--- config.mk ---
export PLATFORM = sky130hd
export DESIGN_NAME = word_mix_hash_64
export DESIGN_NICKNAME = d
export VERILOG_FILES = /design/src/wmh_pkg.sv /design/src/word_mix_hash_64.sv /design/src/wmh_front.sv /design/src/wmh_queue.sv /design/src/wmh_back.sv
export SDC_FILE = /design/constraint.sdc
export NUM_CORES = 2
export LEC_CHECK = 0
export BUFFER_PORTS_ARGS = -buffer_cell sky130_fd_sc_hd__buf_2
export CAP_MARGIN = 15
export CORE_MARGIN = 4
export CORE_UTILIZATION = 40
export CTS_CLUSTER_DIAMETER = 30
export DETAILED_ROUTE_END_ITERATION = 16
export GPL_TIMING_DRIVEN = 0
export SLEW_MARGIN = 20
export SYNTH_ARGS = -nofsm -noshare
export SYNTH_HDL_FRONTEND = slang
export SYNTH_HIERARCHICAL = 1
export SYNTH_SLANG_ARGS = --single-unit
--- constraint.sdc ---
create_clock -name i_clk -period 8.5 [get_ports i_clk]
set_clock_uncertainty 0.1 [all_clocks]
set_input_delay 1.275 -clock i_clk [delete_from_list [all_inputs] [get_ports i_clk]]
set_output_delay 1.275 -clock i_clk [all_outputs]
set_load 0.05 [all_outputs]
--- src/wmh_pkg.sv ---
// ----------------------------------------------------------------------------
// wmh_pkg
// shared types, constants and helper functions of the word mix hash engine
// ----------------------------------------------------------------------------
package wmh_pkg;

    localparam int WORD_W    = 64;
    localparam int HALF_W    = WORD_W / 2;
    localparam int LEN_W     = 32;
    localparam int COUNT_W   = 4;
    localparam int BYTES     = WORD_W / 8;

    localparam logic [WORD_W-1:0] HASH_K1 = 64'h9e3779b97f4a7c15;
    localparam logic [WORD_W-1:0] HASH_K2 = 64'h6c62272e07bb0142;
    localparam logic [WORD_W-1:0] HASH_K3 = 64'h94d049bb133111eb;

    localparam int ROT_AMT     = 27;
    localparam int FIN_SHIFT_A = 33;
    localparam int FIN_SHIFT_B = 29;
    localparam int FIN_SHIFT_C = 32;

    // command queue between front and back
    localparam int QUEUE_DEPTH = 2;
    localparam int QUEUE_AW    = $clog2(QUEUE_DEPTH);
    localparam int QUEUE_CW    = $clog2(QUEUE_DEPTH + 1);

    // one classified request
    typedef struct packed {
        logic [WORD_W-1:0] word;    // masked to its valid bytes
        logic              mix;     // at least one valid byte
        logic              last;    // closes the message
        logic              first;   // opens the message, seed from length
        logic [LEN_W-1:0]  length;  // length register at arrival
    } t_cmd;

    function automatic logic [WORD_W-1:0] rotl_mix(input logic [WORD_W-1:0] v);
        rotl_mix = (v << ROT_AMT) | (v >> (WORD_W - ROT_AMT));
    endfunction

    function automatic logic [WORD_W-1:0] xsh(input logic [WORD_W-1:0] v,
                                              input int unsigned       amt);
        xsh = v ^ (v >> amt);
    endfunction

endpackage

--- src/word_mix_hash_64.sv ---
// ----------------------------------------------------------------------------
// word_mix_hash_64
// streaming 64-bit multiply-rotate word hash with shift-xor-multiply finaliser
// ----------------------------------------------------------------------------
// Write the message length in bytes before the first request of a message; the
// length is sampled when that request is accepted on the input. Each request
// carries up to eight bytes, first byte lowest, with a byte count (counts above
// eight act as eight, zero mixes nothing); the request flagged tlast closes the
// message and yields one 64-bit digest, after which the next request opens a
// new message. All 64-bit products are built from three 32x32 partial products
// on a single shared multiplier, and that multiplier sets the rate: a request
// with bytes runs a word product and then an accumulator product, an empty
// non-last request runs none, and the closing request adds two finalisation
// products before the digest is loaded into the output register.
// A two-entry queue lets requests be accepted while the engine is busy and the
// digest sits in an output register until taken.
// ----------------------------------------------------------------------------
module word_mix_hash_64 (
    input  logic        i_clk,
    input  logic        i_rst_n,
    // configuration: message length in bytes
    input  logic        i_cfg_wen,
    input  logic [31:0] i_cfg_wdata,
    // request stream
    input  logic        s_axis_tvalid,
    output logic        s_axis_tready,
    input  logic [71:0] s_axis_tdata,   // [63:0] data_word, [67:64] byte_count, rest zero
    input  logic        s_axis_tlast,   // last_word
    // digest stream
    output logic        m_axis_tvalid,
    input  logic        m_axis_tready,
    output logic [63:0] m_axis_tdata    // [63:0] digest
);
    import wmh_pkg::*;

    t_cmd front_cmd;
    t_cmd queue_cmd;
    logic front_push;
    logic queue_full;
    logic queue_valid;
    logic back_pop;

    // front: length register, byte masking, start-of-message tracking
    wmh_front u_front (
        .i_clk       (i_clk),
        .i_rst_n     (i_rst_n),
        .i_cfg_wen   (i_cfg_wen),
        .i_cfg_wdata (i_cfg_wdata),
        .i_tvalid    (s_axis_tvalid),
        .o_tready    (s_axis_tready),
        .i_word      (s_axis_tdata[63:0]),
        .i_count     (s_axis_tdata[67:64]),
        .i_last      (s_axis_tlast),
        .i_q_full    (queue_full),
        .o_push      (front_push),
        .o_cmd       (front_cmd)
    );

    // decoupling queue
    wmh_queue u_queue (
        .i_clk   (i_clk),
        .i_rst_n (i_rst_n),
        .i_push  (front_push),
        .i_cmd   (front_cmd),
        .o_full  (queue_full),
        .i_pop   (back_pop),
        .o_valid (queue_valid),
        .o_cmd   (queue_cmd)
    );

    // back: mixing, finalising and digest output register
    wmh_back u_back (
        .i_clk       (i_clk),
        .i_rst_n     (i_rst_n),
        .i_cmd_valid (queue_valid),
        .i_cmd       (queue_cmd),
        .o_pop       (back_pop),
        .o_tvalid    (m_axis_tvalid),
        .i_tready    (m_axis_tready),
        .o_tdata     (m_axis_tdata)
    );

endmodule

--- src/wmh_front.sv ---
// ----------------------------------------------------------------------------
// wmh_front
// accepts requests, masks partial words, tracks message start, holds length
// ----------------------------------------------------------------------------
module wmh_front (
    input  logic                  i_clk,
    input  logic                  i_rst_n,
    input  logic                  i_cfg_wen,
    input  logic [31:0]           i_cfg_wdata,
    input  logic                  i_tvalid,
    output logic                  o_tready,
    input  logic [63:0]           i_word,
    input  logic [3:0]            i_count,
    input  logic                  i_last,
    input  logic                  i_q_full,
    output logic                  o_push,
    output wmh_pkg::t_cmd         o_cmd
);
    import wmh_pkg::*;

    logic [LEN_W-1:0]   r_msg_len;
    logic               r_first;
    logic [COUNT_W-1:0] cnt_sat;
    logic [WORD_W-1:0]  word_masked;

    assign o_tready = !i_q_full;
    assign o_push   = i_tvalid && !i_q_full;

    // counts above a full word saturate
    assign cnt_sat = (i_count > COUNT_W'(BYTES)) ? COUNT_W'(BYTES) : i_count;

    always_comb begin
        for (int i = 0; i < BYTES; i++) begin
            word_masked[i*8 +: 8] = (COUNT_W'(i) < cnt_sat) ? i_word[i*8 +: 8] : 8'h00;
        end
    end

    always_comb begin
        o_cmd.word   = word_masked;
        o_cmd.mix    = (cnt_sat != '0);
        o_cmd.last   = i_last;
        o_cmd.first  = r_first;
        o_cmd.length = r_msg_len;
    end

    always_ff @(posedge i_clk) begin
        if (!i_rst_n) begin
            r_msg_len <= '0;
            r_first   <= 1'b1;
        end else begin
            if (i_cfg_wen) begin
                r_msg_len <= i_cfg_wdata;
            end
            if (o_push) begin
                r_first <= i_last;
            end
        end
    end

endmodule

--- src/wmh_queue.sv ---
// ----------------------------------------------------------------------------
// wmh_queue
// short command queue decoupling front and back
// ----------------------------------------------------------------------------
module wmh_queue (
    input  logic          i_clk,
    input  logic          i_rst_n,
    input  logic          i_push,
    input  wmh_pkg::t_cmd i_cmd,
    output logic          o_full,
    input  logic          i_pop,
    output logic          o_valid,
    output wmh_pkg::t_cmd o_cmd
);
    import wmh_pkg::*;

    t_cmd                r_mem [QUEUE_DEPTH];
    logic [QUEUE_AW-1:0] r_wr_ptr;
    logic [QUEUE_AW-1:0] r_rd_ptr;
    logic [QUEUE_CW-1:0] r_count;
    logic                do_pop;

    assign o_full  = (r_count == QUEUE_CW'(QUEUE_DEPTH));
    assign o_valid = (r_count != '0);
    assign o_cmd   = r_mem[r_rd_ptr];
    assign do_pop  = i_pop && o_valid;

    function automatic logic [QUEUE_AW-1:0] ptr_inc(input logic [QUEUE_AW-1:0] p);
        ptr_inc = (p == QUEUE_AW'(QUEUE_DEPTH - 1)) ? '0 : p + 1'b1;
    endfunction

    always_ff @(posedge i_clk) begin
        if (i_push) begin
            r_mem[r_wr_ptr] <= i_cmd;
        end
    end

    always_ff @(posedge i_clk) begin
        if (!i_rst_n) begin
            r_wr_ptr <= '0;
            r_rd_ptr <= '0;
            r_count  <= '0;
        end else begin
            if (i_push) begin
                r_wr_ptr <= ptr_inc(r_wr_ptr);
            end
            if (do_pop) begin
                r_rd_ptr <= ptr_inc(r_rd_ptr);
            end
            if (i_push && !do_pop) begin
                r_count <= r_count + 1'b1;
            end else if (!i_push && do_pop) begin
                r_count <= r_count - 1'b1;
            end
        end
    end

endmodule

--- src/wmh_back.sv ---
// ----------------------------------------------------------------------------
// wmh_back
// mixing and finalising sequencer around one shared 32x32 multiplier
// ----------------------------------------------------------------------------
module wmh_back (
    input  logic          i_clk,
    input  logic          i_rst_n,
    input  logic          i_cmd_valid,
    input  wmh_pkg::t_cmd i_cmd,
    output logic          o_pop,
    output logic          o_tvalid,
    input  logic          i_tready,
    output logic [63:0]   o_tdata
);
    import wmh_pkg::*;

    typedef enum logic [5:0] {
        ST_IDLE  = 6'b000001,
        ST_MIX_W = 6'b000010,
        ST_MIX_A = 6'b000100,
        ST_FIN_A = 6'b001000,
        ST_FIN_B = 6'b010000,
        ST_OUT   = 6'b100000
    } t_state;

    t_state             r_state, n_state;
    logic [1:0]         r_step, n_step;
    logic [WORD_W-1:0]  r_acc, n_acc;
    logic [WORD_W-1:0]  r_mul_a, n_mul_a;
    logic [WORD_W-1:0]  r_mul_b, n_mul_b;
    logic [WORD_W-1:0]  r_prod, n_prod;
    logic [WORD_W-1:0]  r_pp, n_pp;
    logic               r_last, n_last;
    logic               r_out_valid, n_out_valid;
    logic [WORD_W-1:0]  r_out_data, n_out_data;

    logic [HALF_W-1:0]  mul_x, mul_y;
    logic [WORD_W-1:0]  prod_done;
    logic [WORD_W-1:0]  acc_in;
    logic               mul_busy;
    logic               mul_last;

    assign o_tvalid = r_out_valid;
    assign o_tdata  = r_out_data;

    // partial products: lo*lo, hi*lo, lo*hi; the high cross terms fall off
    always_comb begin
        case (r_step)
            2'd0:    begin mul_x = r_mul_a[HALF_W-1:0];      mul_y = r_mul_b[HALF_W-1:0];      end
            2'd1:    begin mul_x = r_mul_a[WORD_W-1:HALF_W]; mul_y = r_mul_b[HALF_W-1:0];      end
            2'd2:    begin mul_x = r_mul_a[HALF_W-1:0];      mul_y = r_mul_b[WORD_W-1:HALF_W]; end
            default: begin mul_x = '0;                       mul_y = '0;                       end
        endcase
    end

    assign n_pp      = WORD_W'(mul_x) * WORD_W'(mul_y);
    assign prod_done = r_prod + {r_pp[HALF_W-1:0], {HALF_W{1'b0}}};
    assign acc_in    = i_cmd.first ? (HASH_K1 ^ {{(WORD_W-LEN_W){1'b0}}, i_cmd.length})
                                   : r_acc;
    assign mul_busy  = (r_state == ST_MIX_W) || (r_state == ST_MIX_A)
                    || (r_state == ST_FIN_A) || (r_state == ST_FIN_B);
    assign mul_last  = mul_busy && (r_step == 2'd3);

    always_comb begin
        n_state     = r_state;
        n_step      = r_step;
        n_acc       = r_acc;
        n_mul_a     = r_mul_a;
        n_mul_b     = r_mul_b;
        n_prod      = r_prod;
        n_last      = r_last;
        n_out_valid = r_out_valid;
        n_out_data  = r_out_data;
        o_pop       = 1'b0;

        if (r_out_valid && i_tready) begin
            n_out_valid = 1'b0;
        end

        // product accumulation while a multiply runs
        if (mul_busy) begin
            n_step = r_step + 2'd1;
            case (r_step)
                2'd1:    n_prod = r_prod + r_pp;
                2'd2:    n_prod = {r_prod[WORD_W-1:HALF_W] + r_pp[HALF_W-1:0],
                                   r_prod[HALF_W-1:0]};
                default: n_prod = r_prod;
            endcase
        end

        case (r_state)
            ST_IDLE: begin
                if (i_cmd_valid) begin
                    o_pop  = 1'b1;
                    n_last = i_cmd.last;
                    n_acc  = acc_in;
                    n_step = 2'd0;
                    n_prod = '0;
                    if (i_cmd.mix) begin
                        n_mul_a = i_cmd.word;
                        n_mul_b = HASH_K1;
                        n_state = ST_MIX_W;
                    end else if (i_cmd.last) begin
                        n_mul_a = xsh(acc_in, FIN_SHIFT_A);
                        n_mul_b = HASH_K1;
                        n_state = ST_FIN_A;
                    end
                end
            end
            ST_MIX_W: begin
                if (mul_last) begin
                    n_mul_a = rotl_mix(r_acc ^ prod_done);
                    n_mul_b = HASH_K2;
                    n_prod  = HASH_K3;  // bias folds in the additive constant
                    n_step  = 2'd0;
                    n_state = ST_MIX_A;
                end
            end
            ST_MIX_A: begin
                if (mul_last) begin
                    n_acc  = prod_done;
                    n_step = 2'd0;
                    if (r_last) begin
                        n_mul_a = xsh(prod_done, FIN_SHIFT_A);
                        n_mul_b = HASH_K1;
                        n_prod  = '0;
                        n_state = ST_FIN_A;
                    end else begin
                        n_state = ST_IDLE;
                    end
                end
            end
            ST_FIN_A: begin
                if (mul_last) begin
                    n_mul_a = xsh(prod_done, FIN_SHIFT_B);
                    n_mul_b = HASH_K2;
                    n_prod  = '0;
                    n_step  = 2'd0;
                    n_state = ST_FIN_B;
                end
            end
            ST_FIN_B: begin
                if (mul_last) begin
                    n_acc   = xsh(prod_done, FIN_SHIFT_C);
                    n_step  = 2'd0;
                    n_state = ST_OUT;
                end
            end
            ST_OUT: begin
                if (!r_out_valid || i_tready) begin
                    n_out_valid = 1'b1;
                    n_out_data  = r_acc;
                    n_state     = ST_IDLE;
                end
            end
            default: n_state = ST_IDLE;
        endcase
    end

    always_ff @(posedge i_clk) begin
        r_mul_a    <= n_mul_a;
        r_mul_b    <= n_mul_b;
        r_prod     <= n_prod;
        r_pp       <= n_pp;
        r_out_data <= n_out_data;
        r_last     <= n_last;
    end

    always_ff @(posedge i_clk) begin
        if (!i_rst_n) begin
            r_state     <= ST_IDLE;
            r_step      <= 2'd0;
            r_acc       <= '0;
            r_out_valid <= 1'b0;
        end else begin
            r_state     <= n_state;
            r_step      <= n_step;
            r_acc       <= n_acc;
            r_out_valid <= n_out_valid;
        end
    end

endmodule

# Yosys cells after proc, flatten, opt, wreduce, memory -nomap -nowiden
# Memory sizes are Yosys's and may differ from the RTL's. A register that Yosys moved wholly into a read port is not among the register bits.
# Cells that the tools add are included.
# classes
add_sub_neg	8
bitwise_logic	7
reduce_logical	31
mul	1
n_mux	66
n_eq_ne	19
magnitude_cmp	9
# op_table
op	n
two-way mux 64 bit	23
case mux 64 bit (4 select lines)	2
case mux 64 bit (3 select lines)	2
adder 64 bit	2
case mux 32 bit (2 select lines)	2
case mux 64 bit (2 select lines)	1
XOR 64 x 31 -> 64 bit	2
multiplier 32 x 32 -> 64 bit	1
two-way mux 8 bit	8
OR 64 x 27 -> 64 bit	1
XOR 64 x 32 -> 64 bit	1
XOR 64 x 35 -> 64 bit	1
XOR 64 bit	1
two-way mux 6 bit	8
inverter 18 -> 38 bit	1
case mux 6 bit (6 select lines)	1
adder 32 bit	1
< comparator 3 x 4 -> 1 bit (first input constant)	4
!= test 2 x 1 -> 1 bit (second input constant)	7
AND reduction 7 bit	2
two-way mux 1 bit	11
two-way mux 2 bit	5
< comparator 1 x 4 -> 1 bit (first input constant)	2
< comparator 2 x 4 -> 1 bit (first input constant)	2
other kinds (28)	50
# totals
ramBits	198
ff_bits	431
in_bits	110
wordCells	157
output_inout_bits	66
memories	1
# mem_list
memory	words	word_bits	rd	rd_clocked_by_memory_dff	wr	line	text
u_queue.r_mem	2	99	1	1	1	wmh_queue.sv:17	t_cmd r_mem [QUEUE_DEPTH];

# Logic depth before layout (Yosys ltp)
# depth
depth_word	8
ltp_mapped	38
mapped_depth_nobuf	35

# Hierarchy
# The synthesis kept the hierarchy.
# by_module_without_submodules
mod	n_inst	seq_area_each_um2	area_per_inst_um2	cells_per_inst
wmh_back	1	7957.6	51211.6	5623
wmh_queue	1	6045.8	7392.1	330
wmh_front	1	660.6	1745.4	185

# Least setup slack after synthesis
# OpenSTA, ideal clock, no wires.
# synth_path
path_type	reg2reg
startpoint	register u_back.r_step[1]
endpoint	register u_back.r_pp[63]
period_less_slack_ns	8.943
required_ns	8.339
setup_slack_ns	-0.443
setup_ns	0.061
arrival_ns	8.782
path_stages_with_launch	35
n_path_buf	5
path_cell_list	dfxtp_1 > clkinv_1 > ha_1 > clkbuf_1 > clkbuf_1 > clkbuf_1 > buf_1 > a22oi_1 > nor2_1 > inv_1 > nor2_1 > fa_1 > fa_1 > inv_1 > fa_1 > fa_1 > inv_1 > fa_1 > fa_1 > fa_1 > inv_1 > fa_1 > inv_1 > ha_1 > clkbuf_1 > and4_1 > and4_1 > a22oi_1 > nand3_1 > a311oi_1 > a2111oi_2 > a21oi_1 > a31o_2 > mux2i_1 > and4_1
# synth_between
elab_chain_cells	4
word_cells_on_any_way	8
cone_classes	mul (1); eq/ne (2); mux (2); reduce/logical (3)
# synth_lines
item	line	text
from (decl)	wmh_back.sv:27	logic [1:0] r_step, n_step;
from (signal assigned)	wmh_back.sv:177	r_step <= n_step;
equality test 2 bit, or another cell as far along	wmh_back.sv:48	case (r_step)
OR reduction 2 bit (no source line)	-	
case mux 32 bit (2 select lines)	wmh_back.sv:48	
multiplier 32 x 32 -> 64 bit (*)	wmh_back.sv:56	assign n_pp = WORD_W'(mul_x) * WORD_W'(mul_y);
net u_back.n_pp[63]	wmh_back.sv:32	logic [WORD_W-1:0] r_pp, n_pp;
to (signal assigned)	wmh_back.sv:164	r_pp <= n_pp;
to (decl)	wmh_back.sv:32	
# Mark *: on every way through the listed nets, which the timed path passes. The rest lies on a longest branch.
# A chain may end at the register's enable or synchronous reset.

# Worst setup path in the final report
# layout_path
startpoint	register u_back.r_step[1]
endpoint	register u_back.r_pp[59]
# The elaborated chain is that of the path after synthesis.

==> run summary <==
critical path peak fanout -> 7
H-tree levels -> 3
Hold WC Path Type -> reg -> reg
Worst Path Arrival -> 9.32 ns
CP Capture Type -> flop
IO buf count -> 170
fin. max-slew vios -> 0
Synth Area in Adders -> 35.5%
Final nets -> 8052
vias in the first global route -> 52000
vias per cell -> 5.85
ANT nets after route -> 0
die height -> 396 um
critical setup path kind -> reg -> reg
Rows -> 142
RSZ-0062 raised after global routing -> yes
Die Area -> 157000 um^2
hold buffer count at CTS -> 0
layout cells sized above 1 -> 22.0%
Req. time, crit path -> 8.93 ns
Synth Area in Simple Gates -> 10.3%
initial antenna violation count -> 9
Final Setup Violations -> 21
P&R area growth vs syn -> 22.5%
Post-synth EDFFs -> 329
delay of the slowest critical-path stage -> 0.66 ns
DP Cell Count -> 8358
failing checks -> setup timing
Clock Tree Buf Depth -> 3
syn nets -> 7479
CP dominant cell by count -> fa_1
period utilization -> 105%
Clock Root Buffer -> clkbuf_16
drt initial violations -> 5712
Initial Utilization -> 40.2%
HPWL Detailed -> 231 mm
Post-Synth XOR/XNOR Area -> 5.02%
Main synth FF type -> edfxtp_1
#FFs+latches synth -> 568
Hold Vio Cnt, Final -> 0
CP max-delay cell -> fa_2
Routability Congestion -> 1.07
Yosys warnings -> 6
area of the core -> 150000 um^2
reg2reg path depth -> 33
Routed wire per std cell -> 31.9 um
Synth Instances -> 6138
drt first pass iters -> 6
Max Cap Viol -> 0
largest family of logic cells by synthesized area -> adder cells
compound-gate portion of the synthesized area -> 14.2%
worst slew pin tran -> 1.16 ns
GR Util All Layers -> 35.3%
clock slew at reported path FFs -> 0.06 ns
Hold Path Depth -> 0
Max transition margin -> 22.7%
synth unique cells -> 105
final core area utilization -> 49.3%
worst setup margin -> -0.390 ns
clk_lat worst skew -> 0.70 ns
first-pass GRT wire length -> 392 mm
Die X -> 396 um
top achievable clock speed -> 0.112 GHz
status -> finished, violations left
clock sink total -> 568
largest net degree at the start of global routing -> 50
drt total wl -> 281 mm
TritonCTS Buffers -> 96
Synth Cell Area -> 60300 um^2
Worst Setup Start Kind -> flop
Overflow after GRT -> 0
routed vias -> 51600
ys async rst share -> 0%
Ports -> 176
TritonCTS clock tree -> done
mux share of post-synthesis cell area -> 3.02%
fin crit period -> 8.89 ns
fin cells -> 8819
sequential area share after synthesis -> 24.3%
Mapped Avg Cell Area -> 9.83 um^2
drt drc -> 0
[what timing repair did]
item	in CTS	in global routing
gates resized for setup	701	221
setup endpoints to repair	51	35
setup buffers	181	102
cloned	6	0
pin swaps	227	141
[sequential cells by signal (all words and copies together), names as in the netlist, named ones only]
register           count
u_back/r_mul_b         2
u_queue/r_wr_ptr       1
u_back/r_acc          64
u_back/r_state         6
u_queue/r_count        2
u_back/r_last          1
u_queue/r_rd_ptr       1
u_front/r_first        1
u_queue/r_mem        198
u_front/r_msg_len     32
u_back/r_prod         64
u_back/r_pp           64
u_back/o_tdata        64
u_back/r_step          2
u_back/r_mul_a        64
u_back/o_tvalid        1
[per-stage QoR]
step                      setup TNS (ns)  worst slack [ns]  instance area, um^2  hold slack (ns)
final                              -4.71            -0.390                73900            0.362
after global routing               -7.08            -0.495                73900            0.375
after CTS                          -2.99            -0.346                72300            0.360
after detailed placement         -113.57             -3.30                64600            0.340
after global placement           -235.65             -4.09                63800            0.339
after floorplan                        0           0.00450                60400            0.325
[layer usage]
metal | part of all wire (%) | routed length (um) | vias to the layer above | GRT usage (%)
met1 | 37 | 104000 | 25600 | 43.2
met4 | 8.9 | 25200 | 4 | 23.9
met2 | 44 | 124000 | 3239 | 55.3
met5 | 0.0089 | 25 | - | 0
met3 | 10 | 28400 | 921 | 8.53
li1 | - | - | 21900 | -
[cells in the mapped netlist (28+ instances only)]
cell      count  area [um^2]
ha_1        445         5570
o211ai_1     30          225
nand2_1     439         1650
and3_1       29          181
edfxtp_1    329         9880
o221ai_1     65          569
nor2b_1     119          744
a31oi_1      39          244
fa_1        786        15700
clkbuf_1    242          908
mux2i_1      62          621
o21ai_0     266         1330
nand3_1      46          230
a21oi_1     266         1330
nor3_1       59          295
and2_1       44          275
a211oi_1     28          210
nor2_1      451         1690
a22oi_1      85          638
xor2_1      108          946
a221oi_1     55          482
mux2_2       92         1040
nand2b_1     45          282
inv_1       937         3520
xnor2_1     227         1990
a21o_1      135         1010
a22o_1       33          289
dfxtp_1     239         4780
[path summary, 6_finish.rpt]
path              slack, ns                   from                   end
setup / recovery      -0.39       u_back/r_step[1]       u_back/r_pp[59]
hold / removal         0.36  u_front/r_msg_len[10]  u_queue/r_mem[0][10]
setup reg to reg      -0.39       u_back/r_step[1]       u_back/r_pp[59]
hold reg to reg        0.36  u_front/r_msg_len[10]  u_queue/r_mem[0][10]
[cells by family after synthesis]
kind of cell    after synthesis
xor+xnor                    340
buf+inv                    1219
fa+ha+maj                  1243
compound gates             1254
mux                         165
flops                       568
simple gates               1349
[area by class of cell]
cell class | instances | area [um^2]
fill | 14000 | 76000
sequential | 568 | 14700
buffer | 262 | 1720
tap | 2016 | 2520
multi-input combinational | 4352 | 43900
antenna | 9 | 22.5
clock inverter | 69 | 801
inverter | 939 | 3640
clock buffer | 112 | 2610
timing repair buffer | 492 | 4040
[critical path, delay by kind of cell, from the launching register on]
kind | cells | cell delay [ns]
AO/OA/AOI/OAI | 6 | 1.28
buffers and inverters | 10 | 1.06
XOR/XNOR | 1 | 0.13
AND/OR/NAND/NOR | 6 | 0.95
flip-flops | 1 | 0.43
adder cells (fa/ha/maj) | 10 | 4.81
[cells in the final DEF (no fill, tap or decap), types with 34 or more instances in the layout]
cell type	instances
nor2_1	346
inv_2	55
nand2_2	37
a22oi_1	53
fa_1	704
dfxtp_1	237
a31oi_1	34
o21ai_0	248
nor2b_1	114
mux2_2	92
a21oi_1	248
xor2_1	93
buf_4	236
nor2_4	64
a221oi_1	54
and2_1	38
xnor2_1	202
o221ai_1	65
nand3_1	42
fa_2	82
clkbuf_16	115
buf_12	36
buf_2	189
inv_1	859
nor3_1	49
ha_1	411
nor2_2	45
nand2_1	373
nand2b_1	38
a21o_1	133
mux2i_1	62
buf_6	43
edfxtp_1	329
clkbuf_1	174
Power is not shown: default switching activity piles up to over one toggle a cycle in this logic, so the estimate is an artifact.
